[config.mk]
export PLATFORM = sky130hd
export DESIGN_NAME = sorted_priority_queue
export DESIGN_NICKNAME = d
export VERILOG_FILES = /design/src/rtl/core/spq_pkg.sv /design/src/rtl/core/spq_ctrl.sv /design/src/rtl/core/spq_dpath.sv /design/src/rtl/core/sorted_priority_queue.sv
export SDC_FILE = /design/constraint.sdc
export NUM_CORES = 1
export LEC_CHECK = 0
export BUFFER_PORTS_ARGS = -buffer_cell sky130_fd_sc_hd__buf_2
export CORE_MARGIN = 10
export CORE_UTILIZATION = 30
export DETAILED_ROUTE_END_ITERATION = 8
export HOLD_SLACK_MARGIN = 0.1
export PLACE_DENSITY = 0.41
export SETUP_SLACK_MARGIN = 0.02
export SYNTH_ARGS = -nofsm -noshare
export SYNTH_HDL_FRONTEND = slang
export SYNTH_SLANG_ARGS = --single-unit
[constraint.sdc]
create_clock -name clk_i -period 6.1 [get_ports clk_i]
set_input_delay 0.61 -clock clk_i [delete_from_list [all_inputs] [get_ports clk_i]]
set_output_delay 0.61 -clock clk_i [all_outputs]
set_load 0.05 [all_outputs]
[src/rtl/core/spq_pkg.sv]
// ----------------------------------------------------------------------------
// spq_pkg
// Shared types and constants for the sorted priority queue.
// ----------------------------------------------------------------------------
package spq_pkg;

  localparam int unsigned CAPACITY = 8;
  localparam int unsigned CNT_W    = $clog2(CAPACITY + 1);
  localparam int unsigned DATA_W   = 32;
  localparam int unsigned OCC_W    = 4;

  localparam logic signed [DATA_W-1:0] EMPTY_VALUE = -32'sd1;

  typedef enum logic {
    CMD_ENQ = 1'b0,
    CMD_DEQ = 1'b1
  } cmd_e;

  typedef enum logic [1:0] {
    STAT_OK    = 2'd0,
    STAT_FULL  = 2'd1,
    STAT_EMPTY = 2'd2
  } status_e;

  typedef enum logic {
    S_IDLE = 1'b0,
    S_RESP = 1'b1
  } state_e;

  // controller -> datapath
  typedef struct packed {
    logic capture;
    logic enq;
    logic deq;
  } dp_cmd_t;

  // datapath -> controller
  typedef struct packed {
    logic full;
    logic empty;
  } dp_stat_t;

endpackage

[src/rtl/core/spq_ctrl.sv]
// ----------------------------------------------------------------------------
// spq_ctrl
// Request decode, status code and result strobe sequencing.
// ----------------------------------------------------------------------------
module spq_ctrl (
  input  logic                clk_i,
  input  logic                rst_ni,
  input  logic                start_i,
  input  logic                command_i,
  input  spq_pkg::dp_stat_t   stat_i,
  output spq_pkg::dp_cmd_t    cmd_o,
  output logic                busy_o,
  output logic                done_o,
  output logic [1:0]          status_o
);

  spq_pkg::state_e  state_q, state_d;
  spq_pkg::status_e status_q, status_d;
  logic             accept;

  // one request per cycle: the result register frees up every cycle
  assign busy_o = 1'b0;
  assign accept = start_i && !busy_o;

  always_comb begin
    state_d = accept ? spq_pkg::S_RESP : spq_pkg::S_IDLE;
  end

  always_comb begin
    cmd_o.capture = accept;
    cmd_o.enq     = 1'b0;
    cmd_o.deq     = 1'b0;
    status_d      = status_q;
    if (accept) begin
      unique case (spq_pkg::cmd_e'(command_i))
        spq_pkg::CMD_ENQ: begin
          cmd_o.enq = !stat_i.full;
          status_d  = stat_i.full ? spq_pkg::STAT_FULL : spq_pkg::STAT_OK;
        end
        spq_pkg::CMD_DEQ: begin
          cmd_o.deq = !stat_i.empty;
          status_d  = stat_i.empty ? spq_pkg::STAT_EMPTY : spq_pkg::STAT_OK;
        end
        default: begin
          status_d = spq_pkg::STAT_OK;
        end
      endcase
    end
  end

  always_comb begin
    done_o   = (state_q == spq_pkg::S_RESP);
    status_o = status_q;
  end

  always_ff @(posedge clk_i or negedge rst_ni) begin
    if (!rst_ni) begin
      state_q  <= spq_pkg::S_IDLE;
      status_q <= spq_pkg::STAT_OK;
    end else begin
      state_q  <= state_d;
      status_q <= status_d;
    end
  end

endmodule

[src/rtl/core/spq_dpath.sv]
// ----------------------------------------------------------------------------
// spq_dpath
// Sorted entry chain with parallel compare insert and shift-out on dequeue.
// ----------------------------------------------------------------------------
module spq_dpath (
  input  logic                                clk_i,
  input  logic                                rst_ni,
  input  spq_pkg::dp_cmd_t                    cmd_i,
  input  logic signed [spq_pkg::DATA_W-1:0]   value_i,
  output spq_pkg::dp_stat_t                   stat_o,
  output logic signed [spq_pkg::DATA_W-1:0]   result_value_o,
  output logic [spq_pkg::OCC_W-1:0]           occupancy_o
);

  logic signed [spq_pkg::DATA_W-1:0] entries_q [spq_pkg::CAPACITY];
  logic signed [spq_pkg::DATA_W-1:0] entries_d [spq_pkg::CAPACITY];
  logic [spq_pkg::CNT_W-1:0]         count_q, count_d;
  logic [spq_pkg::CAPACITY-1:0]      take;
  logic signed [spq_pkg::DATA_W-1:0] res_q, res_d;
  logic [spq_pkg::OCC_W-1:0]         occ_q;

  assign stat_o.full  = (count_q == spq_pkg::CNT_W'(spq_pkg::CAPACITY));
  assign stat_o.empty = (count_q == '0);

  // take[i]: slot i is at or past the insertion point (monotone mask)
  always_comb begin
    for (int i = 0; i < spq_pkg::CAPACITY; i++) begin
      take[i] = (spq_pkg::CNT_W'(i) >= count_q) || (value_i > entries_q[i]);
    end
  end

  always_comb begin
    count_d = count_q;
    for (int i = 0; i < spq_pkg::CAPACITY; i++) begin
      entries_d[i] = entries_q[i];
    end
    if (cmd_i.enq) begin
      count_d = count_q + 1'b1;
      for (int i = 0; i < spq_pkg::CAPACITY; i++) begin
        if (take[i]) begin
          if (i == 0) begin
            entries_d[i] = value_i;
          end else if (!take[i-1]) begin
            entries_d[i] = value_i;
          end else begin
            entries_d[i] = entries_q[i-1];
          end
        end
      end
    end else if (cmd_i.deq) begin
      count_d = count_q - 1'b1;
      for (int i = 0; i < spq_pkg::CAPACITY - 1; i++) begin
        entries_d[i] = entries_q[i+1];
      end
    end
  end

  always_comb begin
    if (cmd_i.deq) begin
      res_d = entries_q[0];
    end else begin
      res_d = value_i;
    end
  end

  always_ff @(posedge clk_i or negedge rst_ni) begin
    if (!rst_ni) begin
      count_q <= '0;
    end else begin
      count_q <= count_d;
    end
  end

  always_ff @(posedge clk_i) begin
    for (int i = 0; i < spq_pkg::CAPACITY; i++) begin
      entries_q[i] <= entries_d[i];
    end
    if (cmd_i.capture) begin
      res_q <= res_d;
      occ_q <= spq_pkg::OCC_W'(count_d);
    end
  end

  assign result_value_o = res_q;
  assign occupancy_o    = occ_q;

endmodule

[src/rtl/core/sorted_priority_queue.sv]
// ----------------------------------------------------------------------------
// sorted_priority_queue
// Max-priority queue of signed values kept as a sorted register chain.
// ----------------------------------------------------------------------------
// The result strobe done_o rises in the cycle after the request is taken.
// Throughput: one request per cycle; busy_o stays low and the sorted chain
//   compares all slots in parallel.
// Reset: asynchronous, clears the entry count and the strobe; entry
//   contents are not reset. Results cannot be stalled by the receiver.
// ----------------------------------------------------------------------------
module sorted_priority_queue (
  input  logic               clk_i,
  input  logic               rst_ni,
  input  logic               start_i,
  output logic               busy_o,
  input  logic               command_i,
  input  logic signed [31:0] value_i,
  output logic               done_o,
  output logic [1:0]         status_o,
  output logic signed [31:0] result_value_o,
  output logic [3:0]         occupancy_o
);

  spq_pkg::dp_cmd_t                  dp_cmd;
  spq_pkg::dp_stat_t                 dp_stat;
  logic signed [spq_pkg::DATA_W-1:0] res_value;
  logic        [spq_pkg::OCC_W-1:0]  occ;
  logic        [1:0]                 empty_status;

  spq_ctrl u_ctrl (
    .clk_i     (clk_i),
    .rst_ni    (rst_ni),
    .start_i   (start_i),
    .command_i (command_i),
    .stat_i    (dp_stat),
    .cmd_o     (dp_cmd),
    .busy_o    (busy_o),
    .done_o    (done_o),
    .status_o  (status_o)
  );

  spq_dpath u_dpath (
    .clk_i          (clk_i),
    .rst_ni         (rst_ni),
    .cmd_i          (dp_cmd),
    .value_i        (value_i),
    .stat_o         (dp_stat),
    .result_value_o (res_value),
    .occupancy_o    (occ)
  );

  // empty dequeue reports the fixed marker value
  assign empty_status   = spq_pkg::STAT_EMPTY;
  assign result_value_o = (status_o == empty_status) ? spq_pkg::EMPTY_VALUE : res_value;
  assign occupancy_o    = occ;

endmodule

=== Word-level counts from Yosys, hierarchy flattened ===
Memory sizes are Yosys's and may differ from the RTL's.
Cells that the tools add are included.

* Flip-flop bits (word level): 43
* Bits in writable memories: 256
* Bits of input ports: 36
* Output and inout bits: 40
* Word-level logic and storage cells: 67
* Memories kept: 1

* Add/subtract/negate cells: 2
* Magnitude comparators: 16
* Equality and inequality tests: 2
* Muxes and demuxes: 29
* Bitwise gates (word level): 1
* Reduce and logical (&&, ||, !) cells: 11

{| class="wikitable"
|+ Memories
! name !! words !! width !! read ports !! clocked after Yosys merged registers in !! wr ports !! line !! RTL
|-
| u_dpath.entries_q || 8 || 32 || 8 || 0 || 8 || spq_dpath.sv:15 || <nowiki>logic signed [spq_pkg::DATA_W-1:0] entries_q [spq_pkg::CAPACITY];</nowiki>
|}

{| class="wikitable"
|+ Operators with widths
! operator !! number
|-
| 32-bit two-way mux || 18
|-
| 224-bit two-way mux || 2
|-
| 32-bit greater-than comparator || 8
|-
| 3-bit by 4-bit greater-or-equal comparator with 1-bit output (first input constant) || 4
|-
| 1-bit by 4-bit greater-or-equal comparator with 1-bit output (first input constant) || 2
|-
| 2-bit by 4-bit greater-or-equal comparator with 1-bit output (first input constant) || 2
|-
| 1-bit logical OR || 8
|-
| 4-bit two-way mux || 2
|-
| 4-bit by 1-bit adder with 4-bit output (second input constant) || 1
|-
| 4-bit equality test (second input constant) || 1
|-
| 4-bit logical NOT || 1
|-
| 1-bit two-way mux || 4
|-
| 2-bit two-way mux || 2
|-
| 2-bit case mux with 2 select lines || 1
|-
| 4-bit by 1-bit subtractor with 4-bit output (second input constant) || 1
|-
| 2-bit equality test (second input constant) || 1
|-
| 1-bit logical NOT || 2
|-
| 1-bit inverter || 1
|}

=== Logic depth before layout (Yosys ltp) ===
* Depth after elaboration: 6
* Mapped depth: 11
* Mapped depth without buffers: 9

=== By module ===
A second synthesis with hierarchy kept.

* Cells, all modules: 1958
* Area total of the unflattened synthesis: 20754.9 µm²

{| class="wikitable"
|+ By module, submodules not included
! module !! instances !! cells an instance !! area an instance (µm²) !! sequential area each (µm²)
|-
| spq_dpath || 1 || 1908 || 20362.0 || 8868.5
|-
| sorted_priority_queue || 1 || 36 || 247.7 || 0.0
|-
| spq_ctrl || 1 || 14 || 145.1 || 75.1
|}

=== Worst setup path before layout ===
No wires, ideal clock.

* Path type: in2reg
* From: input value_i[31]
* To: memory u_dpath.entries_q[1][0] (netlist name) (enable)
* Setup time: 0.466 ns
* Arrival: 4.582 ns
* Required time: 5.634 ns
* Path slack: 1.053 ns
* Stages: 9
* Path buffers: 1
* Path through: ha_1 nand4_1 nor3_1 a221oi_1 o211ai_1 a32oi_1 clkbuf_1 nand2_1 o21ai_0

{| class="wikitable"
|+ RTL lines
! element !! line !! RTL
|-
| start, declared || sorted_priority_queue.sv:17 || <nowiki>input logic signed [31:0] value_i,</nowiki>
|-
| end, declared || spq_dpath.sv:15 ||
|}

==> metrics.yaml <==
timing:
  fin_crit_sh_pct: 68.0
  whs_ns: 0.346
  tns_ns: 0
  grt_setup_unrepaired: "false"
  timing.final.ws_setup_ns: 1.95
  finalHoldViolCount: 0
  tightest_slew_ns: 1.37
  relSlewSlack_pct: 8.61
  setup_viol: 0
  slew_violations: 0
  skew_ns: 0.0183
  fmax_ghz: 0.241
  period_needed_ns: 4.15
logic_synthesis:
  ys_seq_area_share_pct: 41.2
  async_flop_share_pct: 2.34
  synth_area_um2: 21700
  postSynthAreaPerCell_um2: 9.31
  post_synth_inst_count: 2330
  synth_warnings: 0
  synth_fp_nets: 2626
  synth_cell_types: 62
  synth_edf_count: 292
  ys_ff_latch: 299
  ys.flop_type: "edfxtp_1"
drt:
  vias: 18200
  wl_per_cell_um: 22.8
  drtPass1Iterations: 5
  drt_iter0_drc: 1075
  via_per_inst: 5.49
  ant_nets: 0
  routed_wl_um: 75600
  remaining_drc_errors: 0
outcome:
  status: "completed"
global_route:
  grt_max_degree: 165
  antenna_found_initial: 0
  grt_pass1_vias: 19100
  grt_pass1_wl_um: 115000
  gr-usage-all-layers_pct: 17.8
  grt_overflow_total: 0
placed_design:
  hpwl_um: 57200
  place_area_um2: 23100
  place.gp.congestion: 0.834
  portBuffers: 74
  preCtsSetupSlack_ns: 1.49
clock_tree:
  cts_buffers: 39
  clkTransAtPathRegs_ns: 0.06
  cts_tree: "yes"
  cts_max_path_buffers: 3
  cts_max_level: 2
  root_buffer: "clkbuf_16"
  post_cts_resized: 0
  cts.sinks: 299
  insertion_delay_ns: 0.58
finish:
  multi_input_area_um2: 11300
  finalNetCount: 2632
  area_growth_pct: 12.7
  diodes: 0
  fill_cells: 7469
  stdcell_area_um2: 24500
  regArea_um2: 8940
  utilization_pct: 34.2
  drive_gt1_share_pct: 9.35
worst_setup_path:
  cp.required_ns: 6.29
  endpoint_kind: "flop"
  crit_type: "reg -> reg"
  crit_start: "u_dpath.entries_q[6][29]"
  cp.arrival_ns: 4.34
  crit_path_max_fanout: 33
  crit_path_end: "u_dpath.entries_q[6][2]"
  r2r_end: "u_dpath.entries_q[6][2]"
  rrSetupSlack_ns: 1.95
  worst_r2r_path_depth: 9
  startpoint_type: "flop"
  r2r-start: "u_dpath.entries_q[6][29]"
power:
  power.density_nw_per_um2: 431
  peakVddDrop_mv: 0.202
  p_leak_nw: 10.0
floorplan:
  rows: 98
  fp.coreArea_um2: 71600
  die_y_um: 289
  dieArea_um2: 83500
  start_util_pct: 30.3
  die_w_um: 289
  io_pins: 76
worst_hold_path:
  worstHoldPathType: "in -> reg"
job:
  cap_violations: 0
-- registers in the layout, summed over array words and instances, names as in the netlist --
register,cells
u_dpath.count_q,4
u_ctrl.status_o,2
u_dpath.occupancy_o,4
u_dpath.entries_q,256
u_ctrl.done_o,1
u_dpath.result_value_o,32
-- layout by cell type (no fill, tap or decap), drive strengths merged, types with 104 or more instances in the layout --
cell / n
buf: 112
edfxtp: 292
ha: 260
inv: 266
nand2: 264
nand3: 104
nor2: 118
o21ai: 160
o221ai: 125
-- final cells by class --
class / count / share of cell area (%)
clock buffers: 45 / 4.26
clock inverters: 24 / 1.07
flip-flops and latches: 299 / 36.6
well taps: 950 / 4.86
repair buffers: 113 / 2.94
multi-input cells: 1617 / 46.2
inverters: 266 / 4.08
-- report_power, final --
group / leakage (nW) / total [mW] / switching, mW / internal (mW)
clock: 0.632 / 2.45 / 0.984 / 1.47
sequential: 2.89 / 3.50 / 0.370 / 3.13
combinational: 6.52 / 4.60 / 3.13 / 1.46
-- Yosys cell counts (9+ instances only) --
cell type / n / area share (%)
a211oi_1: 9 / 0.31
a21o_1: 36 / 1.2
a21oi_1: 92 / 2.1
a31oi_1: 65 / 1.9
clkbuf_1: 130 / 2.2
edfxtp_1: 292 / 40
ha_1: 260 / 15
inv_1: 266 / 4.6
nand2_1: 264 / 4.6
nand2b_1: 35 / 1.0
nand3_1: 104 / 2.4
nand4_1: 92 / 2.7
nor2_1: 118 / 2.0
nor2b_1: 14 / 0.40
nor3_1: 10 / 0.23
nor4_1: 12 / 0.35
o2111ai_1: 32 / 1.3
o211ai_1: 21 / 0.73
o211ai_2: 30 / 1.7
o21ai_0: 158 / 3.6
o221ai_1: 125 / 5.0
or3_1: 65 / 1.9
-- layer usage --
metal / vias to the layer above / track usage (%) / routed length, um
met2: 287 / 32.2 / 38800
met4: 0 / 6.37 / 2400
met5: - / 0 / 0
met3: 118 / 1.72 / 1980
li1: 8768 / - / -
met1: 9025 / 21.7 / 32400
-- worst max-delay path, cell delays in order (launching register included) --
cell,delay [ns]
edfxtp_1,0.41
inv_1,0.09
ha_1,0.30
nand4_1,0.12
nor3_1,0.70
nand2_1,0.14
a21oi_2,0.14
buf_4,0.37
o211a_4,0.63
o31a_2,0.83
-- kinds of logic (layout without fill, tap and decap cells) --
| logic type | count (synthesis) | after routing | share of synthesized area (%) |
|---|---|---|---|
| flops | 299 | 299 | 41.2 |
| mux | 1 | 1 | 0.0519 |
| compound gates | 622 | 622 | 20.2 |
| other cells | 1 | 1 | 0.0173 |
| simple gates | 730 | 730 | 16.1 |
| fa+ha+maj | 260 | 260 | 15.0 |
| xor+xnor | 3 | 3 | 0.121 |
| buf+inv | 414 | 448 | 7.33 |
-- through the flow --
step,power [mW],std cells
after floorplan,6.57,2330
final,10.5,3314
after detailed placement,8.12,3242
after CTS,10.6,3312
after global routing,11.3,3314
after global placement,8.03,3242
-- what timing repair did --
item,in CTS,in global routing
hold buffers,1,0
buffers inserted,0,0
hold endpoints to repair,7,0
-- how the worst min path moves through the flow --
stage,from,end,slack [ns],cells after the start
after floorplan,rst_ni,u_ctrl.done_o,0.31,0
after global placement,rst_ni,u_ctrl.done_o,0.46,1
after detailed placement,rst_ni,u_ctrl.done_o,0.46,1
after CTS,command_i,u_ctrl.status_o[1],0.31,3
after global routing,command_i,u_ctrl.status_o[1],0.36,3
final,command_i,u_ctrl.status_o[1],0.35,3
(Power assumes the default switching activity.)
